**src/sv/vfr_pkg.sv**
```systemverilog
`timescale 1ns / 1ps
`default_nettype none
// ----------------------------------------------------------------------------
// vfr_pkg
// Shared types and constants of the velocity frame receiver.
// ----------------------------------------------------------------------------
package vfr_pkg;

    localparam int FRAME_BYTES = 18;
    localparam int CRC_BYTES   = 14;
    localparam int POS_W       = 5;
    localparam logic [15:0] CRC_POLY = 16'h8408;

    // register indexes
    localparam logic [2:0] REG_HEADER_FIRST  = 3'd0;
    localparam logic [2:0] REG_HEADER_SECOND = 3'd1;
    localparam logic [2:0] REG_TAIL_FIRST    = 3'd2;
    localparam logic [2:0] REG_TAIL_SECOND   = 3'd3;
    localparam logic [2:0] REG_LIMIT_FORWARD = 3'd4;
    localparam logic [2:0] REG_LIMIT_LATERAL = 3'd5;
    localparam logic [2:0] REG_LIMIT_TURN    = 3'd6;
    localparam logic [2:0] REG_TIMEOUT_TICKS = 3'd7;

    // event codes
    localparam logic [1:0] EV_NONE    = 2'd0;
    localparam logic [1:0] EV_ACCEPT  = 2'd1;
    localparam logic [1:0] EV_REJECT  = 2'd2;
    localparam logic [1:0] EV_TIMEOUT = 2'd3;

    typedef struct packed {
        logic [7:0]  header_first;
        logic [7:0]  header_second;
        logic [7:0]  tail_first;
        logic [7:0]  tail_second;
        logic [30:0] limit_forward;
        logic [30:0] limit_lateral;
        logic [30:0] limit_turn;
        logic [15:0] timeout_ticks;
    } cfg_t;

    typedef struct packed {
        logic [31:0] forward_speed;
        logic [31:0] lateral_speed;
        logic [31:0] turn_rate;
        logic        nav_active;
        logic [1:0]  event_res;
    } result_t;

    // one byte through the reflected CRC-16
    function automatic logic [15:0] crc_feed(input logic [15:0] crc, input logic [7:0] b);
        logic [15:0] c;
        c = crc ^ {8'h00, b};
        for (int k = 0; k < 8; k++)
        begin
            c = c[0] ? ((c >> 1) ^ CRC_POLY) : (c >> 1);
        end
        return c;
    endfunction

    // clamp magnitude to limit, NaN passes
    function automatic logic [31:0] clamp_single(input logic [31:0] v, input logic [30:0] lim);
        logic [30:0] mag;
        mag = v[30:0];
        if (lim > 31'h7F800000 || mag > 31'h7F800000)
            return v;
        if (mag > lim)
            return {v[31], lim};
        return v;
    endfunction

endpackage
`default_nettype wire

```
**src/sv/vfr_cfg_regs.sv**
```systemverilog
`timescale 1ns / 1ps
`default_nettype none
// ----------------------------------------------------------------------------
// vfr_cfg_regs
// Configuration register file, written through a valid/ready channel.
// ----------------------------------------------------------------------------
module vfr_cfg_regs
(
    input  wire logic           clk,
    input  wire logic           rst_n,
    input  wire logic           cfg_valid,
    output      logic           cfg_ready,
    input  wire logic [2:0]     cfg_index,
    input  wire logic [31:0]    cfg_data,
    output      vfr_pkg::cfg_t  cfg
);

    vfr_pkg::cfg_t cfg_reg;

    assign cfg_ready = 1'b1;
    assign cfg       = cfg_reg;

    // register writes
    always_ff @(posedge clk or negedge rst_n)
    begin
        if (!rst_n)
        begin
            cfg_reg.header_first  <= 8'hA5;
            cfg_reg.header_second <= 8'h5A;
            cfg_reg.tail_first    <= 8'h0D;
            cfg_reg.tail_second   <= 8'h0A;
            cfg_reg.limit_forward <= 31'h40000000;
            cfg_reg.limit_lateral <= 31'h40000000;
            cfg_reg.limit_turn    <= 31'h40400000;
            cfg_reg.timeout_ticks <= 16'd100;
        end
        else if (cfg_valid)
        begin
            unique case (cfg_index)
                vfr_pkg::REG_HEADER_FIRST:  cfg_reg.header_first  <= cfg_data[7:0];
                vfr_pkg::REG_HEADER_SECOND: cfg_reg.header_second <= cfg_data[7:0];
                vfr_pkg::REG_TAIL_FIRST:    cfg_reg.tail_first    <= cfg_data[7:0];
                vfr_pkg::REG_TAIL_SECOND:   cfg_reg.tail_second   <= cfg_data[7:0];
                vfr_pkg::REG_LIMIT_FORWARD: cfg_reg.limit_forward <= cfg_data[30:0];
                vfr_pkg::REG_LIMIT_LATERAL: cfg_reg.limit_lateral <= cfg_data[30:0];
                vfr_pkg::REG_LIMIT_TURN:    cfg_reg.limit_turn    <= cfg_data[30:0];
                vfr_pkg::REG_TIMEOUT_TICKS: cfg_reg.timeout_ticks <= cfg_data[15:0];
                default: ;
            endcase
        end
    end

endmodule
`default_nettype wire

```
**src/sv/vfr_core.sv**
```systemverilog
`timescale 1ns / 1ps
`default_nettype none
// ----------------------------------------------------------------------------
// vfr_core
// Frame parser, CRC, clamp and timeout; one word per cycle while step is high.
// ----------------------------------------------------------------------------
module vfr_core
(
    input  wire logic             clk,
    input  wire logic             rst_n,
    input  wire logic             step,
    input  wire logic             command,
    input  wire logic [7:0]       data_byte,
    input  wire vfr_pkg::cfg_t    cfg,
    output      vfr_pkg::result_t res
);

    logic [vfr_pkg::POS_W-1:0] pos_reg, pos_next;
    logic [7:0]  store_reg [vfr_pkg::FRAME_BYTES];
    logic [15:0] crc_reg, crc_next;
    logic [31:0] fwd_reg, fwd_next, lat_reg, lat_next, turn_reg, turn_next;
    logic        act_reg, act_next;
    logic [15:0] ela_reg, ela_next;
    logic [1:0]  ev;
    logic        wr_en;
    logic [31:0] w_fwd, w_lat, w_turn;
    logic        ok;

    // frame words; last tail byte is still on the input
    assign w_fwd  = {store_reg[5], store_reg[4], store_reg[3], store_reg[2]};
    assign w_lat  = {store_reg[9], store_reg[8], store_reg[7], store_reg[6]};
    assign w_turn = {store_reg[13], store_reg[12], store_reg[11], store_reg[10]};
    assign ok = store_reg[0] == cfg.header_first && store_reg[1] == cfg.header_second
             && store_reg[16] == cfg.tail_first && data_byte == cfg.tail_second
             && {store_reg[15], store_reg[14]} == crc_reg;

    // next state
    always_comb
    begin
        pos_next  = pos_reg;
        crc_next  = crc_reg;
        fwd_next  = fwd_reg;
        lat_next  = lat_reg;
        turn_next = turn_reg;
        act_next  = act_reg;
        ela_next  = ela_reg;
        ev        = vfr_pkg::EV_NONE;
        wr_en     = 1'b0;
        if (command)
        begin
            if (ela_reg != 16'hFFFF)
                ela_next = ela_reg + 16'd1;
            if (act_reg && ela_reg >= cfg.timeout_ticks)
            begin
                fwd_next  = '0;
                lat_next  = '0;
                turn_next = '0;
                act_next  = 1'b0;
                ev        = vfr_pkg::EV_TIMEOUT;
            end
        end
        else if (pos_reg == 0)
        begin
            if (data_byte == cfg.header_first)
            begin
                wr_en    = 1'b1;
                crc_next = vfr_pkg::crc_feed(16'h0000, data_byte);
                pos_next = 5'd1;
            end
        end
        else if (pos_reg == 5'd1)
        begin
            if (data_byte == cfg.header_second)
            begin
                wr_en    = 1'b1;
                crc_next = vfr_pkg::crc_feed(crc_reg, data_byte);
                pos_next = 5'd2;
            end
            else
                pos_next = '0;
        end
        else if (pos_reg >= 5'(vfr_pkg::FRAME_BYTES))
            pos_next = '0;
        else
        begin
            wr_en = 1'b1;
            if (pos_reg < 5'(vfr_pkg::CRC_BYTES))
                crc_next = vfr_pkg::crc_feed(crc_reg, data_byte);
            pos_next = pos_reg + 5'd1;
            if (pos_reg == 5'(vfr_pkg::FRAME_BYTES - 1))
            begin
                pos_next = '0;
                if (ok)
                begin
                    fwd_next  = vfr_pkg::clamp_single(w_fwd, cfg.limit_forward);
                    lat_next  = vfr_pkg::clamp_single(w_lat, cfg.limit_lateral);
                    turn_next = vfr_pkg::clamp_single(w_turn, cfg.limit_turn);
                    act_next  = 1'b1;
                    ela_next  = '0;
                    ev        = vfr_pkg::EV_ACCEPT;
                end
                else
                    ev = vfr_pkg::EV_REJECT;
            end
        end
    end

    // state registers
    always_ff @(posedge clk or negedge rst_n)
    begin
        if (!rst_n)
        begin
            pos_reg  <= '0;
            crc_reg  <= '0;
            fwd_reg  <= '0;
            lat_reg  <= '0;
            turn_reg <= '0;
            act_reg  <= 1'b0;
            ela_reg  <= '0;
            res      <= '0;
        end
        else if (step)
        begin
            pos_reg  <= pos_next;
            crc_reg  <= crc_next;
            fwd_reg  <= fwd_next;
            lat_reg  <= lat_next;
            turn_reg <= turn_next;
            act_reg  <= act_next;
            ela_reg  <= ela_next;
            res      <= '{fwd_next, lat_next, turn_next, act_next, ev};
        end
    end

    // frame byte store
    always_ff @(posedge clk)
    begin
        if (step && wr_en && pos_reg < 5'(vfr_pkg::FRAME_BYTES))
            store_reg[pos_reg] <= data_byte;
    end

endmodule
`default_nettype wire

```
**src/sv/velocity_frame_receiver.sv**
```systemverilog
`timescale 1ns / 1ps
`default_nettype none
// ----------------------------------------------------------------------------
// velocity_frame_receiver
// The result word of an accepted word is registered and shown in the next cycle.
// Throughput: one word per cycle while the output is not stalled; the result register frees as it is taken.
// The frame state and result register update together in a single pass.
// Reset (rst_n, async, low): hunt restarts, velocities zero, mode clear,
// registers to defaults.
// ----------------------------------------------------------------------------
module velocity_frame_receiver
(
    input  wire logic        clk,
    input  wire logic        rst_n,
    input  wire logic        s_axis_tvalid,
    output      logic        s_axis_tready,
    input  wire logic [7:0]  s_axis_tdata,   // data_byte
    input  wire logic        s_axis_tuser,   // command
    output      logic        m_axis_tvalid,
    input  wire logic        m_axis_tready,
    output      logic [95:0] m_axis_tdata,   // forward_speed, lateral_speed, turn_rate
    output      logic [2:0]  m_axis_tuser,   // nav_active, event_res[1:0]
    input  wire logic        cfg_valid,
    output      logic        cfg_ready,
    input  wire logic [2:0]  cfg_index,
    input  wire logic [31:0] cfg_data
);

    vfr_pkg::cfg_t    cfg;
    vfr_pkg::result_t res;
    logic             step;
    logic             valid_reg;

    assign s_axis_tready = !valid_reg || m_axis_tready;
    assign step          = s_axis_tvalid && s_axis_tready;

    vfr_cfg_regs u_cfg
    (
        .clk       (clk),
        .rst_n     (rst_n),
        .cfg_valid (cfg_valid),
        .cfg_ready (cfg_ready),
        .cfg_index (cfg_index),
        .cfg_data  (cfg_data),
        .cfg       (cfg)
    );

    vfr_core u_core
    (
        .clk       (clk),
        .rst_n     (rst_n),
        .step      (step),
        .command   (s_axis_tuser),
        .data_byte (s_axis_tdata),
        .cfg       (cfg),
        .res       (res)
    );

    // output valid
    always_ff @(posedge clk or negedge rst_n)
    begin
        if (!rst_n)
            valid_reg <= 1'b0;
        else if (s_axis_tready)
            valid_reg <= s_axis_tvalid;
    end

    assign m_axis_tvalid = valid_reg;
    assign m_axis_tdata  = {res.turn_rate, res.lateral_speed, res.forward_speed};
    assign m_axis_tuser  = {res.event_res, res.nav_active};

endmodule
`default_nettype wire
```
**config.mk**
```make
export PLATFORM = sky130hd
export DESIGN_NAME = velocity_frame_receiver
export DESIGN_NICKNAME = d
export VERILOG_FILES = /design/src/sv/vfr_pkg.sv /design/src/sv/vfr_cfg_regs.sv /design/src/sv/vfr_core.sv /design/src/sv/velocity_frame_receiver.sv
export SDC_FILE = /design/constraint.sdc
export NUM_CORES = 1
export LEC_CHECK = 0
export BUFFER_PORTS_ARGS = -buffer_cell sky130_fd_sc_hd__buf_2
export CORE_MARGIN = 3
export CORE_UTILIZATION = 65
export DETAILED_ROUTE_END_ITERATION = 8
export MAX_ROUTING_LAYER = met4
export PLACE_DENSITY = 0.91
export SLEW_MARGIN = 30
export SYNTH_ARGS = -nofsm -noshare
export SYNTH_HDL_FRONTEND = slang
export SYNTH_SLANG_ARGS = --single-unit
```
**constraint.sdc**
```tcl
create_clock -name clk -period 5.08 [get_ports clk]
set_input_delay 0 -clock clk [delete_from_list [all_inputs] [get_ports clk]]
set_output_delay 0 -clock clk [all_outputs]
set_load 0.05 [all_outputs]
```
# Word level (Yosys, flattened, before mapping)
# Memories as Yosys holds them, arrays and structs flattened.
# Cells that the tools add are included.
dict set report word_totals {
  output_inout_bits 102
  ramBits 144
  n_memories 1
  mem_bits_ro 0
  latchBits 0
  register_bits 278
  in_bits 49
  word_cells 239
}
dict set report op_classes {
  div 0
  multipliers 0
  eq_ne 25
  shift 0
  muxes 133
  order_cmp 13
  bitwise_logic 18
  n_reduce_logical 30
  n_addsub 2
}
# memory depth width read_ports rd_clocked_by_memory_dff write_ports line_no
set mem_list {}
lappend mem_list {u_core.store_reg 18 8 17 0 1 vfr_core.sv:19} ;# logic [7:0] store_reg [vfr_pkg::FRAME_BYTES];
# operator n
set ops {}
lappend ops {{32-bit two-way mux} 31}
lappend ops {{16-bit two-way mux} 29}
lappend ops {{31-bit greater-than comparator, second input constant} 6}
lappend ops {{31-bit greater-than comparator} 3}
lappend ops {{1-bit two-way mux} 60}
lappend ops {{8-bit == test} 6}
lappend ops {{2-bit NOT with 3-bit output} 15}
lappend ops {{5-bit two-way mux} 5}
lappend ops {{16-bit by 1-bit adder with 16-bit output, second input constant} 1}
lappend ops {{16-bit == test} 1}
lappend ops {{16-bit greater-or-equal comparator} 1}
lappend ops {{2-bit two-way mux} 8}
lappend ops {{16-bit inequality test, second input constant} 1}
lappend ops {{2-bit AND reduction} 8}
lappend ops {{16-bit by 8-bit bitwise XOR with 16-bit output} 1}
lappend ops {{7-bit AND reduction} 2}
lappend ops {{3-bit == test, second input constant} 4}
lappend ops {{1-bit logical AND} 8}
lappend ops {{2-bit inequality test, second input constant} 4}
lappend ops {{3-bit by 2-bit == test with 1-bit output, second input constant} 2}
lappend ops {{6-bit AND reduction} 1}
lappend ops {{5-bit by 1-bit adder with 5-bit output, second input constant} 1}
lappend ops {{5-bit by 1-bit == test with 1-bit output, second input constant} 1}
lappend ops {{5-bit == test, second input constant} 1}
lappend ops {{16 further kinds} 21}

# Depth between registers and ports, before layout
# An unclocked memory read counts as a cell.
dict set report depth {
  word_depth 27
  depth_mapped 12
  depth_no_buf 9
}

# Cells and area by module
# Synthesis repeated with hierarchy kept, for this count alone.
dict set report unflattened {
  cells_unflattened 1721
  hier_area_um2 20847.5
}
# mod area_per_inst_um2 seq_area_each_um2 cells_per_inst instances
set by_module_without_submodules {}
lappend by_module_without_submodules {vfr_core 15447.3 7487.2 1409 1}
lappend by_module_without_submodules {vfr_cfg_regs 5346.4 3553.4 308 1}
lappend by_module_without_submodules {velocity_frame_receiver 53.8 25.0 4 1}

# Worst setup path after synthesis
# No wires, ideal clock.
dict set report synth_path {
  kind {reg2reg}
  from {register valid_reg (netlist: m_axis_tvalid)}
  to {memory u_core.store_reg[15][0] (enable)}
  setup_slack_ps 2141
  t_required_ps 4706
  path_stages_with_launch 8
  period_less_slack_ps 2939
  arrival_ps 2565
  path_buffers 1
  setup_time_ps 374
  path_cell_list {dfrtp_1 nand2b_1 nand2_1 or2_2 clkbuf_1 a211oi_2 nand3_1 nor2_1}
}
dict set report synth_via {
  elab_chain_len 7
}
# item line_no
set synth_rtl {}
lappend synth_rtl {{start: declaration} velocity_frame_receiver.sv:32} ;# logic valid_reg;
lappend synth_rtl {{start signal: assignment} velocity_frame_receiver.sv:65} ;# valid_reg <= s_axis_tvalid;
lappend synth_rtl {{1-bit logical NOT} velocity_frame_receiver.sv:34} ;# assign s_axis_tready = !valid_reg || m_axis_tready;
lappend synth_rtl {{1-bit logical OR} velocity_frame_receiver.sv:34}
lappend synth_rtl {{via s_axis_tready} velocity_frame_receiver.sv:16} ;# output logic s_axis_tready,
lappend synth_rtl {{1-bit logical AND} velocity_frame_receiver.sv:35} ;# assign step = s_axis_tvalid && s_axis_tready;
lappend synth_rtl {{1-bit logical AND (2 in a row)} vfr_core.sv:138} ;# if (step && wr_en && pos_reg < 5'(vfr_pkg::FRAME_BYTES))
lappend synth_rtl {{1-bit two-way mux} vfr_core.sv:138}
lappend synth_rtl {{1-bit two-way mux (implied by the code)} vfr_core.sv:139} ;# store_reg[pos_reg] <= data_byte;
lappend synth_rtl {{end: declaration} vfr_core.sv:19}
# The timed path passes the listed nets, and every way through them passes these cells.

# Final worst setup path
dict set report layout_path {
  from {register u_cfg.cfg_reg (netlist bit u_cfg.cfg[77])}
  to {register u_core.res[38] (netlist name)}
}
dict set report layout_via {
  elab_chain_len 17
  elab_cells_between_ends 27
  classes_between {order compare: 2; mux: 24; reduce/logical: 1}
}
# item line_no
set layout_rtl {}
lappend layout_rtl {{start: declaration} vfr_cfg_regs.sv:18} ;# vfr_pkg::cfg_t cfg_reg;
lappend layout_rtl {{31-bit greater-than comparator} vfr_pkg.sv:66} ;# if (mag > lim)
lappend layout_rtl {{1-bit two-way mux (2 in a row)} vfr_pkg.sv:66}
lappend layout_rtl {{1-bit two-way mux} vfr_core.sv:93} ;# if (ok)
lappend layout_rtl {{1-bit two-way mux} vfr_core.sv:90} ;# if (pos_reg == 5'(vfr_pkg::FRAME_BYTES - 1))
lappend layout_rtl {{1-bit two-way mux} vfr_core.sv:82} ;# else if (pos_reg >= 5'(vfr_pkg::FRAME_BYTES))
lappend layout_rtl {{1-bit two-way mux} vfr_core.sv:71} ;# else if (pos_reg == 5'd1)
lappend layout_rtl {{1-bit two-way mux} vfr_core.sv:62} ;# else if (pos_reg == 0)
lappend layout_rtl {{1-bit two-way mux} vfr_core.sv:49} ;# if (command)
lappend layout_rtl {{32-bit two-way mux} vfr_pkg.sv:68} ;# return v;
lappend layout_rtl {{32-bit two-way mux *} vfr_pkg.sv:66}
lappend layout_rtl {{32-bit two-way mux *} vfr_core.sv:93}
lappend layout_rtl {{32-bit two-way mux *} vfr_core.sv:90}
lappend layout_rtl {{32-bit two-way mux *} vfr_core.sv:82}
lappend layout_rtl {{32-bit two-way mux *} vfr_core.sv:71}
lappend layout_rtl {{32-bit two-way mux *} vfr_core.sv:62}
lappend layout_rtl {{32-bit two-way mux *} vfr_core.sv:49}
# Every way passes the cells marked *; elsewhere a longest branch is shown, timed or not. The select of a mux whose other input is x is not followed.
# A chain may end at the register's enable or synchronous reset.

==> run_results.csv <==
group,metric,value,unit
outcome,status,"finished clean",
global_routing,grt.overflow.total,0,
synthesis,synth_seq_cells,414,
clocking,clk_latency,550,ps
clocking,cts_buffers,40,
die,die_w,182,um
place,dp_hpwl,35.3,mm
timing,fin_tns_setup,0,ps
die,core,0.0301,mm2
drt,drcViolationCount,0,
synthesis,synthCells,1632,
timing,period_needed,3620,ps
synthesis,synth-edff-count,136,
drt,num_vias,15100,
synthesis,synth-main-ff-cell,"dfrtp_1",
clocking,cts.clk_slew.worst_paths,80,ps
timing,fmax,0.276,GHz
finish,layout_commonest_cell,"dfrtp_1",
drt,ant_nets,0,
synthesis,ys_warn_count,0,
global_routing,antenna_found_initial,4,
finish,syn_to_final_growth,13.8,%
worst_setup_path,crit_fanout,12,
worst_setup_path,setup.worst_path.class,"reg -> reg",
worst_setup_path,slowest_delay,710,ps
die,io-pin-count,151,
timing,finalSetupViolCount,0,
worst_setup_path,end_kind,"register",
clocking,cts_sinks,414,
finish,seqCellArea,0.0111,mm2
job,cap_violations,0,
min_path,hp-class,"in -> reg",
place,port_buffers,148,
timing,worst_slew_pin_slew,986,ps
synthesis,yosysTopAreaCellShare,0.319,
die,initial_core_util,0.671,
worst_setup_path,cp.arrival,4020,ps
finish,fin_nets,1966,
timing,period_share,0.713,
global_routing,grtUsageTotal,0.358,
clocking,cts_setup_buffers,0,
place,gp_congestion,0.976,
worst_setup_path,cp.required,5480,ps
worst_setup_path,cp_slowest_cell,"a211oi_4",
power_and_ir_drop,power_density,418,mW/mm2
synthesis,syn_nets,1795,
drt,avgRoutedWirePerCell,26.6,um
drt,dr.pass1.iters,7,
clocking,cts_tree,"built",
global_routing,grt_first_pass_wirelength,89.3,mm
place,place_inst,2114,
timing,fin_skew,22.9,ps
die,die_h,182,um
synthesis,ys_types,60,
timing,rsz0062_at_grt,"no",
synthesis,syn-cell-area,0.0202,mm2
finish,mostFrequentLayoutCells,"dfrtp_1 (258), buf_2 (147), edfxtp_1 (136), mux2_2 (116), inv_1 (115)",
drt,drt_iter0_drc,2152,
worst_setup_path,crit_buf_inv,2,
timing,slew_headroom,0.340,
timing,slew_viol_final,0,
timing,final-hold-violation-count,0,
synthesis,syn_area_per_cell,12.4,um2
power_and_ir_drop,leakagePower,10.4,nW
worst_setup_path,cp-start-kind,"register",
finish,multiInputGateArea,0.00838,mm2
finish,drive_above_1_share,0.212,
synthesis,synth-seq-area-share,0.548,
finish,nFillCells,1625,
worst_setup_path,crit_path_cell_trace,"inv_1, ha_1, and3_1, nand3_1, nor4_1, o21ai_1, a211oi_4, buf_4, mux2i_1, o2bb2ai_1",
clocking,clock-root-buffer,"clkbuf_16",
worst_setup_path,critPathTopFamily,"compound AO/OA/AOI/OAI gates",
global_routing,grt_pass1_vias,15300,
die,fp.dieArea,0.0332,mm2
finish,layout.cells.non_filler,2230,
synthesis,synthArstFlopShare,0.671,
clocking,clock_path_buffers,3,
drt,drt-total-wl,59.3,mm
power_and_ir_drop,peakVddDrop,239,uV
finish,largest_reg_flops,141,
die,rows,63,
synthesis,synth_top_cell_by_area,"dfrtp_1",
drt,drt-vias-per-instance,6.77,
global_routing,grt_max_degree,159,
clocking,cts_max_level,2,
synthesis,synth_area_leaders,"dfrtp_1 (32%), edfxtp_1 (20%), ha_1 (7.1%)",
## cells by family (layout without fill, tap and decap cells)
| group | Yosys count | in the layout | synth area share |
|---|---|---|---|
| buffers and inverters | 182 | 383 | 0.0409 |
| AOI/OAI and AO/OA | 262 | 262 | 0.0958 |
| other | 1 | 8 | 0.000186 |
| muxes | 210 | 210 | 0.111 |
| and+or+nand+nor | 335 | 335 | 0.0844 |
| xor gates and xnor gates | 114 | 114 | 0.0494 |
| DFF | 414 | 414 | 0.548 |
| adders and majority gates | 114 | 114 | 0.0706 |
## synthesized netlist by cell type, types with 20 or more instances
master     number
inv_1         115
o21ai_0        64
nand2_1        93
edfxtp_1      136
ha_1          114
clkbuf_1       25
nand4_1        39
dfstp_2        20
xnor2_1        24
o2bb2ai_1      83
xor2_1         90
nand3_1        28
mux2_2        116
nor4_1         49
nor2_1         63
mux2i_1        94
dfrtp_1       258
a21oi_1        45
## power by group
| group | internal [mW] | switching [mW] | leakage, nW |
|---|---|---|---|
| logic | 0.956 | 1.20 | 4.91 |
| clock network | 1.83 | 1.32 | 0.683 |
| registers | 3.83 | 0.463 | 4.76 |
| total | 6.62 | 2.99 | 10.4 |
## layer usage
metal	wire [um]	vias up	track usage
met5	0	-	-
met2	27300	1131	0.546
met1	20900	7323	0.436
met4	4780	0	0.231
met3	6320	339	0.0755
li1	-	6300	-
## through the flow
step           setup WS (ps)  hold WS, ps  total power [mW]  area, um2   util
5_1_grt                 1340         61.2              9.93      23000  0.764
6_report                1460         67.6              9.61      23000  0.764
4_1_cts                 1550         44.6              9.45      22900  0.762
3_3_place_gp            1740          142              6.14      21200  0.704
3_5_place_dp            1600          147              6.29      21200  0.705
2_1_floorplan           2140         -296              5.71      20200      -
## path summary, 6_finish.rpt
| check | startpoint | to | slack [ps] | depth (start not counted) |
|---|---|---|---|---|
| setup / recovery | u_cfg.cfg[77] | u_core.res[38] | 1460 | 10 |
| hold / removal | s_axis_tdata[7] | u_core.store_reg[4][7] | 70 | 1 |
| setup reg to reg | u_cfg.cfg[77] | u_core.res[38] | 1460 | 10 |
| hold reg to reg | u_core.res[75] | u_core.res[75] | 480 | 1 |
| max in group asynchronous | rst_n | u_cfg.cfg[122] | 3390 | 4 |
| min in group asynchronous | rst_n | u_core.res[90] | 490 | 3 |
## what timing repair did
action,CTS,global route
resized for setup,0,0
endpoints found under the hold margin,258,23
hold buffers,35,1
## worst register-to-register path: cells and delay by family, from the launching register on
family | cells | cell delay (ps)
compound gates | 3 | 1010
fa+ha+maj | 1 | 300
buf+inv | 2 | 420
flops | 1 | 570
mux | 1 | 380
simple gates | 3 | 770
## cell type report
type                            instances  area share
Antenna cell                            7    0.000761
Clock buffer                           57      0.0530
Clock inverter                         15     0.00696
Inverter                              115      0.0188
Multi-Input combinational cell       1036       0.364
Sequential cell                       414       0.481
Tap cell                              390      0.0212
Timing Repair Buffer                  196      0.0542
Power figures use the tool's default switching activity.
